**config.mk**
```make
export PLATFORM = sky130hd
export DESIGN_NAME = seconds_to_calendar_date
export DESIGN_NICKNAME = d
export VERILOG_FILES = /design/src/hw/rtl/stcd_pkg.sv /design/src/hw/rtl/stcd_day_split.sv /design/src/hw/rtl/stcd_tod.sv /design/src/hw/rtl/stcd_date.sv /design/src/hw/rtl/seconds_to_calendar_date.sv
export SDC_FILE = /design/constraint.sdc
export NUM_CORES = 2
export LEC_CHECK = 0
export BUFFER_PORTS_ARGS = -buffer_cell sky130_fd_sc_hd__clkbuf_2
export CORE_MARGIN = 1
export CORE_UTILIZATION = 55
export DETAILED_ROUTE_END_ITERATION = 10
export PLACE_DENSITY_LB_ADDON = 0.15
export SLEW_MARGIN = 40
export SYNTH_ARGS = -nofsm -noshare
export SYNTH_HDL_FRONTEND = slang
export SYNTH_SLANG_ARGS = --single-unit
```
**constraint.sdc**
```tcl
create_clock -name clk -period 20.3 [get_ports clk]
set_clock_uncertainty 0.05 [all_clocks]
set_input_delay 5.075 -clock clk [delete_from_list [all_inputs] [get_ports clk]]
set_output_delay 5.075 -clock clk [all_outputs]
set_load 0.1 [all_outputs]
```
**src/hw/rtl/stcd_pkg.sv**
```systemverilog
package stcd_pkg;

	// Number of register stages from an input transfer to the output register.
	localparam int unsigned NUM_STAGES = 10;

	// Width of the day offset register and its value after reset (Unix time).
	localparam int unsigned OFFSET_W = 20;
	localparam logic [OFFSET_W-1:0] OFFSET_RESET = 20'd719468;

	// Seconds per day is 2^7 * 675; the quotient by 675 uses a reciprocal.
	localparam logic [15:0] DAY_RECIP = 16'd49710;
	localparam logic [9:0] DAY_ODD_DIV = 10'd675;

	// Reciprocals for division by 365 (k = 16 and k = 18), 153 (k = 11), 15 (k = 15, k = 9).
	localparam logic [7:0] Y365_RECIP_16 = 8'd179;
	localparam logic [9:0] Y365_RECIP_18 = 10'd718;
	localparam logic [8:0] DAYS_PER_YEAR = 9'd365;
	localparam logic [3:0] MP_RECIP = 4'd13;
	localparam logic [7:0] MP_DIV = 8'd153;
	localparam logic [11:0] MIN_RECIP = 12'd2184;
	localparam logic [5:0] HOUR_RECIP = 6'd34;
	localparam logic [3:0] DIV15 = 4'd15;

	// Day counts at the edges of each 4-year and 100-year block within an era.
	localparam logic [17:0] DAYS_4Y = 18'd1460;
	localparam logic [17:0] DAYS_100Y = 18'd36524;
	localparam logic [17:0] DAYS_ERA_LAST = 18'd146096;
	localparam logic [11:0] YEARS_PER_ERA = 12'd400;

	// Calendar date of one result.
	typedef struct packed {
		logic [11:0] year;
		logic [3:0] month;
		logic [4:0] day;
	} date_t;

	// Time of day of one result.
	typedef struct packed {
		logic [4:0] hours;
		logic [5:0] minutes;
		logic [5:0] seconds;
	} tod_t;

	// First day of an era, counted from day 0 of the shifted scale.
	function automatic logic [20:0] era_base(input logic [2:0] era);
		logic [20:0] base;
		case (era)
			3'd0: base = 21'd0;
			3'd1: base = 21'd146097;
			3'd2: base = 21'd292194;
			3'd3: base = 21'd438291;
			3'd4: base = 21'd584388;
			3'd5: base = 21'd730485;
			3'd6: base = 21'd876582;
			default: base = 21'd1022679;
		endcase
		return base;
	endfunction

	// Day of the March-based year on which month index mp begins.
	function automatic logic [8:0] month_start(input logic [3:0] mp);
		logic [8:0] start;
		case (mp)
			4'd0: start = 9'd0;
			4'd1: start = 9'd31;
			4'd2: start = 9'd61;
			4'd3: start = 9'd92;
			4'd4: start = 9'd122;
			4'd5: start = 9'd153;
			4'd6: start = 9'd184;
			4'd7: start = 9'd214;
			4'd8: start = 9'd245;
			4'd9: start = 9'd275;
			4'd10: start = 9'd306;
			4'd11: start = 9'd337;
			default: start = 9'd0;
		endcase
		return start;
	endfunction

endpackage

```
**src/hw/rtl/stcd_day_split.sv**
```systemverilog
module stcd_day_split import stcd_pkg::*; (
	input  logic                clk,
	input  logic                en,
	input  logic [31:0]         timestamp,
	input  logic [OFFSET_W-1:0] day_offset,
	output logic [20:0]         days_s2,
	output logic [16:0]         sod_s2
);

	logic [24:0] dx_s1;
	logic [6:0]  lo_s1;
	logic [40:0] dprod_s1;

	logic [15:0] q_est;
	logic [24:0] r_est;
	logic        r_over;
	logic [15:0] q_day;
	logic [24:0] r_day;

	// Stage 1: estimate seconds / 86400 as (seconds >> 7) / 675 by reciprocal.
	always_ff @(posedge clk) begin
		if (en) begin
			dx_s1    <= timestamp[31:7];
			lo_s1    <= timestamp[6:0];
			dprod_s1 <= 41'(timestamp[31:7]) * 41'(DAY_RECIP);
		end
	end

	// The estimate is low by at most one; one compare and subtract fixes it.
	always_comb begin
		q_est  = dprod_s1[40:25];
		r_est  = dx_s1 - 25'(25'(q_est) * 25'(DAY_ODD_DIV));
		r_over = (r_est >= 25'(DAY_ODD_DIV));
		q_day  = r_over ? q_est + 16'd1 : q_est;
		r_day  = r_over ? r_est - 25'(DAY_ODD_DIV) : r_est;
	end

	// Stage 2: shift the day count onto the March-based scale.
	always_ff @(posedge clk) begin
		if (en) begin
			days_s2 <= 21'(q_day) + 21'(day_offset);
			sod_s2  <= {r_day[9:0], lo_s1};
		end
	end

endmodule

```
**src/hw/rtl/stcd_tod.sv**
```systemverilog
module stcd_tod import stcd_pkg::*; (
	input  logic        clk,
	input  logic        en,
	input  logic [16:0] sod_s2,
	output tod_t        tod_s10
);

	logic [14:0] tx_s3;
	logic [1:0]  tlo_s3;
	logic [26:0] tprod_s3;

	logic [11:0] tq_est;
	logic [14:0] tr_est;
	logic        tr_over;
	logic [11:0] tq;
	logic [14:0] tr;

	logic [10:0] tm_s4;
	logic [5:0]  sec_s4;

	logic [8:0]  hx_s5;
	logic [1:0]  hlo_s5;
	logic [14:0] hprod_s5;
	logic [5:0]  sec_s5;

	logic [5:0]  hq_est;
	logic [8:0]  hr_est;
	logic        hr_over;
	logic [5:0]  hq;
	logic [8:0]  hr;

	tod_t tod_s6;
	tod_t tod_s7;
	tod_t tod_s8;
	tod_t tod_s9;

	// Stage 3: minutes of the day as (sod >> 2) / 15 by reciprocal.
	always_ff @(posedge clk) begin
		if (en) begin
			tx_s3    <= sod_s2[16:2];
			tlo_s3   <= sod_s2[1:0];
			tprod_s3 <= 27'(sod_s2[16:2]) * 27'(MIN_RECIP);
		end
	end

	// Correct the minute estimate; the remainder rebuilds the seconds.
	always_comb begin
		tq_est  = tprod_s3[26:15];
		tr_est  = tx_s3 - 15'(15'(tq_est) * 15'(DIV15));
		tr_over = (tr_est >= 15'(DIV15));
		tq      = tr_over ? tq_est + 12'd1 : tq_est;
		tr      = tr_over ? tr_est - 15'(DIV15) : tr_est;
	end

	// Stage 4: minute of day and second of minute.
	always_ff @(posedge clk) begin
		if (en) begin
			tm_s4  <= tq[10:0];
			sec_s4 <= {tr[3:0], tlo_s3};
		end
	end

	// Stage 5: hours as (minute of day >> 2) / 15 by reciprocal.
	always_ff @(posedge clk) begin
		if (en) begin
			hx_s5    <= tm_s4[10:2];
			hlo_s5   <= tm_s4[1:0];
			hprod_s5 <= 15'(tm_s4[10:2]) * 15'(HOUR_RECIP);
			sec_s5   <= sec_s4;
		end
	end

	// Correct the hour estimate; the remainder rebuilds the minutes.
	always_comb begin
		hq_est  = hprod_s5[14:9];
		hr_est  = hx_s5 - 9'(9'(hq_est) * 9'(DIV15));
		hr_over = (hr_est >= 9'(DIV15));
		hq      = hr_over ? hq_est + 6'd1 : hq_est;
		hr      = hr_over ? hr_est - 9'(DIV15) : hr_est;
	end

	// Stage 6, then a delay line that lines the time up with the date path.
	always_ff @(posedge clk) begin
		if (en) begin
			tod_s6.hours   <= hq[4:0];
			tod_s6.minutes <= {hr[3:0], hlo_s5};
			tod_s6.seconds <= sec_s5;
			tod_s7         <= tod_s6;
			tod_s8         <= tod_s7;
			tod_s9         <= tod_s8;
			tod_s10        <= tod_s9;
		end
	end

endmodule

```
**src/hw/rtl/stcd_date.sv**
```systemverilog
module stcd_date import stcd_pkg::*; (
	input  logic        clk,
	input  logic        en,
	input  logic [20:0] days_s2,
	output date_t       date_s10
);

	logic [2:0]  era_c;
	logic [20:0] doe_full;

	logic [2:0]  era_s3;
	logic [17:0] doe_s3;

	logic [2:0]  c4;
	logic [2:0]  era_s4;
	logic [17:0] doe_s4;
	logic [15:0] xa_s4;
	logic [23:0] prod_a_s4;
	logic [2:0]  c100_s4;
	logic        cera_s4;

	logic [7:0]  qa_est;
	logic [15:0] ra_est;
	logic        ra_over;
	logic [7:0]  qa;

	logic [2:0]  era_s5;
	logic [17:0] doe_s5;
	logic [17:0] n_s5;

	logic [2:0]  era_s6;
	logic [17:0] doe_s6;
	logic [17:0] n_s6;
	logic [27:0] prod_b_s6;

	logic [9:0]  qb_est;
	logic [17:0] rb_est;
	logic        rb_over;
	logic [9:0]  qb;

	logic [2:0]  era_s7;
	logic [17:0] doe_s7;
	logic [8:0]  yoe_s7;

	logic [1:0]  cent;
	logic [17:0] yoe_base;

	logic [2:0]  era_s8;
	logic [8:0]  yoe_s8;
	logic [8:0]  doy_s8;

	logic [10:0] mt;
	logic [14:0] mprod;
	logic [3:0]  mq_est;
	logic [10:0] mr_est;
	logic [3:0]  mq;

	logic [2:0]  era_s9;
	logic [8:0]  yoe_s9;
	logic [8:0]  doy_s9;
	logic [3:0]  mp_s9;

	logic [3:0]  mm;
	logic [8:0]  dd_full;

	// Era index from seven parallel compares against the era boundaries.
	always_comb begin
		era_c = 3'd0;
		for (int k = 1; k < 8; k++) begin
			if (days_s2 >= era_base(3'(k))) begin
				era_c = era_c + 3'd1;
			end
		end
		doe_full = days_s2 - era_base(era_c);
	end

	// Stage 3: era and day of era.
	always_ff @(posedge clk) begin
		if (en) begin
			era_s3 <= era_c;
			doe_s3 <= doe_full[17:0];
		end
	end

	// Count of complete 100-year blocks, including the final day of the era.
	always_comb begin
		c4 = 3'd0;
		for (int k = 1; k < 5; k++) begin
			if (doe_s3 >= 18'(k * 36524)) begin
				c4 = c4 + 3'd1;
			end
		end
	end

	// Stage 4: estimate doe / 1460 as (doe >> 2) / 365 by reciprocal.
	always_ff @(posedge clk) begin
		if (en) begin
			era_s4    <= era_s3;
			doe_s4    <= doe_s3;
			xa_s4     <= doe_s3[17:2];
			prod_a_s4 <= 24'(doe_s3[17:2]) * 24'(Y365_RECIP_16);
			c100_s4   <= c4;
			cera_s4   <= (doe_s3 >= DAYS_ERA_LAST);
		end
	end

	// Correct the leap-block count.
	always_comb begin
		qa_est  = prod_a_s4[23:16];
		ra_est  = xa_s4 - 16'(16'(qa_est) * 16'(DAYS_PER_YEAR));
		ra_over = (ra_est >= 16'(DAYS_PER_YEAR));
		qa      = ra_over ? qa_est + 8'd1 : qa_est;
	end

	// Stage 5: day of era with the leap days taken out.
	always_ff @(posedge clk) begin
		if (en) begin
			era_s5 <= era_s4;
			doe_s5 <= doe_s4;
			n_s5   <= doe_s4 - 18'(qa) + 18'(c100_s4) - 18'(cera_s4);
		end
	end

	// Stage 6: estimate the year of era by reciprocal of 365.
	always_ff @(posedge clk) begin
		if (en) begin
			era_s6    <= era_s5;
			doe_s6    <= doe_s5;
			n_s6      <= n_s5;
			prod_b_s6 <= 28'(n_s5) * 28'(Y365_RECIP_18);
		end
	end

	// Correct the year of era.
	always_comb begin
		qb_est  = prod_b_s6[27:18];
		rb_est  = n_s6 - 18'(18'(qb_est) * 18'(DAYS_PER_YEAR));
		rb_over = (rb_est >= 18'(DAYS_PER_YEAR));
		qb      = rb_over ? qb_est + 10'd1 : qb_est;
	end

	// Stage 7: year of era.
	always_ff @(posedge clk) begin
		if (en) begin
			era_s7 <= era_s6;
			doe_s7 <= doe_s6;
			yoe_s7 <= qb[8:0];
		end
	end

	// First day of the year within the era.
	always_comb begin
		cent = 2'd0;
		for (int k = 1; k < 4; k++) begin
			if (yoe_s7 >= 9'(k * 100)) begin
				cent = cent + 2'd1;
			end
		end
		yoe_base = 18'(18'(yoe_s7) * 18'(DAYS_PER_YEAR)) + 18'(yoe_s7[8:2]) - 18'(cent);
	end

	// Stage 8: day of the March-based year.
	always_ff @(posedge clk) begin
		if (en) begin
			era_s8 <= era_s7;
			yoe_s8 <= yoe_s7;
			doy_s8 <= 9'(doe_s7 - yoe_base);
		end
	end

	// Month index (5 * doy + 2) / 153 by reciprocal and correction.
	always_comb begin
		mt     = 11'(11'(doy_s8) * 11'd5) + 11'd2;
		mprod  = 15'(mt) * 15'(MP_RECIP);
		mq_est = mprod[14:11];
		mr_est = mt - 11'(11'(mq_est) * 11'(MP_DIV));
		mq     = (mr_est >= 11'(MP_DIV)) ? mq_est + 4'd1 : mq_est;
	end

	// Stage 9: month index from March.
	always_ff @(posedge clk) begin
		if (en) begin
			era_s9 <= era_s8;
			yoe_s9 <= yoe_s8;
			doy_s9 <= doy_s8;
			mp_s9  <= mq;
		end
	end

	// Calendar month, day of month and the year bump for January and February.
	always_comb begin
		mm      = (mp_s9 < 4'd10) ? mp_s9 + 4'd3 : mp_s9 - 4'd9;
		dd_full = doy_s9 - month_start(mp_s9) + 9'd1;
	end

	// Stage 10: output date.
	always_ff @(posedge clk) begin
		if (en) begin
			date_s10.year  <= 12'(yoe_s9) + 12'(12'(era_s9) * YEARS_PER_ERA)
				+ 12'(mm <= 4'd2);
			date_s10.month <= mm;
			date_s10.day   <= dd_full[4:0];
		end
	end

endmodule

```
**src/hw/rtl/seconds_to_calendar_date.sv**
```systemverilog
// Converts a 32-bit count of seconds into a Gregorian date and a time of day.
// Input channel: timestamp with in_valid; the block drives in_stall.
// Output channel: year, month, day, hours, minutes, seconds with out_valid;
// the receiver drives out_stall. A transfer happens when valid is high and
// stall is low. The day offset register is written by cfg_wr_en/cfg_wr_data
// and adds that many days to the day count; the register may only be
// written while no conversion is in flight.
// out_valid rises when an input transfer reaches the output register. The
// pipeline takes one item every cycle unless the receiver stalls it; its
// ten stages are set by the chain of reciprocal multiplies and corrections
// for the day, era, year and month.
// When the receiver stalls with a result waiting, every stage holds and
// in_stall goes high in the same cycle; when the output stage is empty or
// taken, the pipeline advances and bubbles flow through.
// Reset clears all stage valid bits and loads the offset for Unix time
// (719468 days from 0000-03-01 to 1970-01-01).
module seconds_to_calendar_date import stcd_pkg::*; (
	input  logic                clk,
	input  logic                arst_n,
	input  logic                cfg_wr_en,
	input  logic [OFFSET_W-1:0] cfg_wr_data,
	input  logic                in_valid,
	output logic                in_stall,
	input  logic [31:0]         timestamp,
	output logic                out_valid,
	input  logic                out_stall,
	output logic [11:0]         year,
	output logic [3:0]          month,
	output logic [4:0]          day,
	output logic [4:0]          hours,
	output logic [5:0]          minutes,
	output logic [5:0]          seconds
);

	logic [OFFSET_W-1:0] offset_q;
	logic [NUM_STAGES:1] valid_s;
	logic                adv;
	logic [20:0]         days_s2;
	logic [16:0]         sod_s2;
	date_t               date_s10;
	tod_t                tod_s10;

	// The pipeline moves unless a finished result is held by the receiver.
	assign adv      = !(valid_s[NUM_STAGES] && out_stall);
	assign in_stall = !adv;

	// Day offset register.
	always_ff @(posedge clk or negedge arst_n) begin
		if (!arst_n) begin
			offset_q <= OFFSET_RESET;
		end else if (cfg_wr_en) begin
			offset_q <= cfg_wr_data;
		end
	end

	// Valid bits travel with the data through every stage.
	always_ff @(posedge clk or negedge arst_n) begin
		if (!arst_n) begin
			valid_s <= '0;
		end else if (adv) begin
			valid_s <= {valid_s[NUM_STAGES-1:1], in_valid};
		end
	end

	stcd_day_split u_split (
		.clk        (clk),
		.en         (adv),
		.timestamp  (timestamp),
		.day_offset (offset_q),
		.days_s2    (days_s2),
		.sod_s2     (sod_s2)
	);

	stcd_date u_date (
		.clk      (clk),
		.en       (adv),
		.days_s2  (days_s2),
		.date_s10 (date_s10)
	);

	stcd_tod u_tod (
		.clk     (clk),
		.en      (adv),
		.sod_s2  (sod_s2),
		.tod_s10 (tod_s10)
	);

	// Output stage.
	assign out_valid = valid_s[NUM_STAGES];
	assign year      = date_s10.year;
	assign month     = date_s10.month;
	assign day       = date_s10.day;
	assign hours     = tod_s10.hours;
	assign minutes   = tod_s10.minutes;
	assign seconds   = tod_s10.seconds;

endmodule

```
==> results.yml <==
final_layout:
  drive_above_1_share: 0.0631
  syn_to_final_growth_pct: 8.17
  diodes: 0
  fillers: 6962
  final_nets: 5666
  final_util: 0.602
clock_tree:
  clk-insertion-delay-late_ns: 0.62
  cts_tree: "built"
  clkSinkCount: 483
  clkTransAtPathRegs_ns: 0.06
  cts_max_path_buffers: 3
  cts_resized: 0
  ctsHoldBuffers: 0
  h-tree-depth: 2
  cts_buffers: 54
  postCtsSetupBuffers: 0
  root_buffer: "clkbuf_16"
sta:
  worst_slew_pin_slew_ns: 0.758
  period_share: 0.552
  fin_tns_setup_ns: 0
  rsz0062_at_grt: "false"
  setup_ws_ns: 9.10
  layout_min_cycle_time_ns: 11.20
  finalSetupViolations: 0
  relSlewSlack: 0.491
  max_freq_ghz: 0.0892
  hold_viol: 0
  drv_slew: 0
setup_path:
  path_class: "in -> out"
  cp_max_fo: 62
  critical-path-max-stage-delay_ns: 0.47
  crit_chain: "clkbuf_2 > nand2_8 > inv_1 > clkbuf_2"
  startpoint_type: "primary input"
  endpoint_kind: "primary output"
  worstPathArrival_ns: 6.08
  required_ns: 15.18
  crit_top_cell: "clkbuf_2"
  crit_slowest_cell: "clkbuf_2"
detailed_routing:
  firstDrtPassIters: 5
  wl_per_cell_microns: 15.4
  vias_per_cell: 5.16
  drt_iter0_drc: 1177
  drtAntennaViolNets: 0
  drt-total-wl_mm: 85.1
  drc_errors: 0
  vias: 28500
floorplanning:
  coreArea_sq_um: 83800
  fp-row-count: 106
  ios: 97
  die_h_microns: 293
  die_w_microns: 293
  start_util: 0.556
  die_area_sq_um: 85900
synthesis:
  synth_seq_cells: 483
  yosysMostFrequentCell: "inv_1"
  seq_area_frac_synth: 0.307
  synthTopCellsByArea: "edfxtp_1 29%, ha_1 23%, fa_1 18%"
  synthTopCellsByCount: "937 x inv_1, 854 x ha_1, 448 x edfxtp_1"
  syn_area_sq_um: 46600
  synthFlopType: "edfxtp_1"
  avgSynthCellArea_sq_um: 11.1
  synth.distinct_cells: 86
  yosys_warnings: 0
  synth_top_area_share: 0.289
  synth_top_area_cell: "edfxtp_1"
  synth_edf_count: 448
  synthCells: 4205
  ys_async_sr_fraction: 0.0621
  syn_nets: 5526
global_routing:
  grt-ovfl-total: 0
  grt_pass1_vias: 29100
  antenna_found_initial: 1
  grt_first_pass_wirelength_mm: 144
  grt.total_usage: 0.206
  grt_max_degree: 85
placed_design:
  io_buffers: 96
  dpl_worst_slack_ns: 8.83
  place_congestion: 0.879
  dp_hpwl_mm: 69.7
run:
  cap_violations: 0
run_status:
  status: "completed"
worst_hold_path:
  hp-class: "reg -> reg"
==> worst paths after layout <==
path	from	end	slack (ns)	depth (start not counted)
worst min-delay path	u_date.yoe_s8[0]	u_date.yoe_s9[0]	0.36	0
min in group asynchronous	arst_n	valid_s[9]	4.37	1
worst max register to register	u_split.dprod_s1[29]	u_split.days_s2[18]	10.59	30
worst min register to register	u_date.yoe_s8[0]	u_date.yoe_s9[0]	0.36	0
worst max-delay path	out_stall	in_stall	9.10	4
max in group asynchronous	arst_n	offset_q[9]	15.44	1
==> through the flow <==
stage,std cells,hold slack [ns],area [sq um]
2_1_floorplan,4205,0.350,46600
3_3_place_gp,5423,0.350,48500
3_5_place_dp,5423,0.355,48500
4_1_cts,5525,0.359,50400
5_1_grt,5525,0.370,50400
6_report,5525,0.362,50400
==> registers in the layout, summed over array words and instances, names as in the netlist, 15 cells and up, named ones only <==
register / count
u_date.n_s6: 18
u_tod.tod_s7: 17
u_date.n_s5: 18
u_tod.tod_s9: 17
u_date.doe_s3: 18
u_tod.tod_s10: 17
u_tod.tod_s8: 17
u_tod.tx_s3: 15
offset_q: 20
u_split.dprod_s1: 16
u_date.xa_s4: 15
u_split.days_s2: 21
u_date.date_s10: 21
u_split.dx_s1: 25
u_tod.tod_s6: 17
u_split.sod_s2: 17
==> layout make-up <==
cell class / count / area [sq um] / area share
timing repair buffer: 105 / 562 / 0.0111
clock buffer: 68 / 1470 / 0.0291
clock inverter: 34 / 433 / 0.00858
multi-input combinational: 2763 / 28700 / 0.569
sequential: 483 / 14300 / 0.284
tap: 1134 / 1420 / 0.0281
inverter: 938 / 3520 / 0.0698
==> cells by family (layout without fill, tap and decap cells) <==
logic type | count (synthesis) | count (layout) | synth area share
buffers and inverters | 959 | 1145 | 0.0777
muxes | 43 | 43 | 0.0102
AOI/OAI and AO/OA | 546 | 546 | 0.0789
DFF | 483 | 483 | 0.307
adders and majority gates | 1264 | 1264 | 0.405
and+or+nand+nor | 629 | 629 | 0.0672
xor gates and xnor gates | 281 | 281 | 0.0537
==> placed cells by master, fill, tap and decap left out, drive strengths merged, types with 9 or more instances in the layout <==
cell,count
clkbuf,164
nor4,12
a31oi,15
a21boi,13
dfrtp,18
xnor2,205
o31ai,14
o21a,45
dfstp,12
xor2,73
and2,12
ha,854
nor2b,33
a31o,10
o21bai,20
clkinv,15
buf,9
nand2b,27
edfxtp,448
fa,410
or2,13
or3,14
a21oi,136
mux2,35
o211ai,16
a2111oi,10
nand4,25
nor3,66
and3,21
nand2,168
a21o,58
o21ai,98
a211o,13
nand3,46
a211oi,21
inv,946
nor2,145
nor3b,10
==> layer usage <==
layer	part of all wire	GRT usage	up-vias
met5	0	0	-
met4	0.017	0.0393	0
met3	0.028	0.0225	85
met2	0.48	0.349	309
met1	0.48	0.289	13700
li1	-	-	14400
==> critical path: cells and delay by family <==
| kind | cells | cell delay [ns] |
|---|---|---|
| buf+inv | 3 | 0.77 |
| simple gates | 1 | 0.22 |
Power is not shown: default switching activity piles up to over one toggle a cycle in this logic, so the estimate is an artifact.
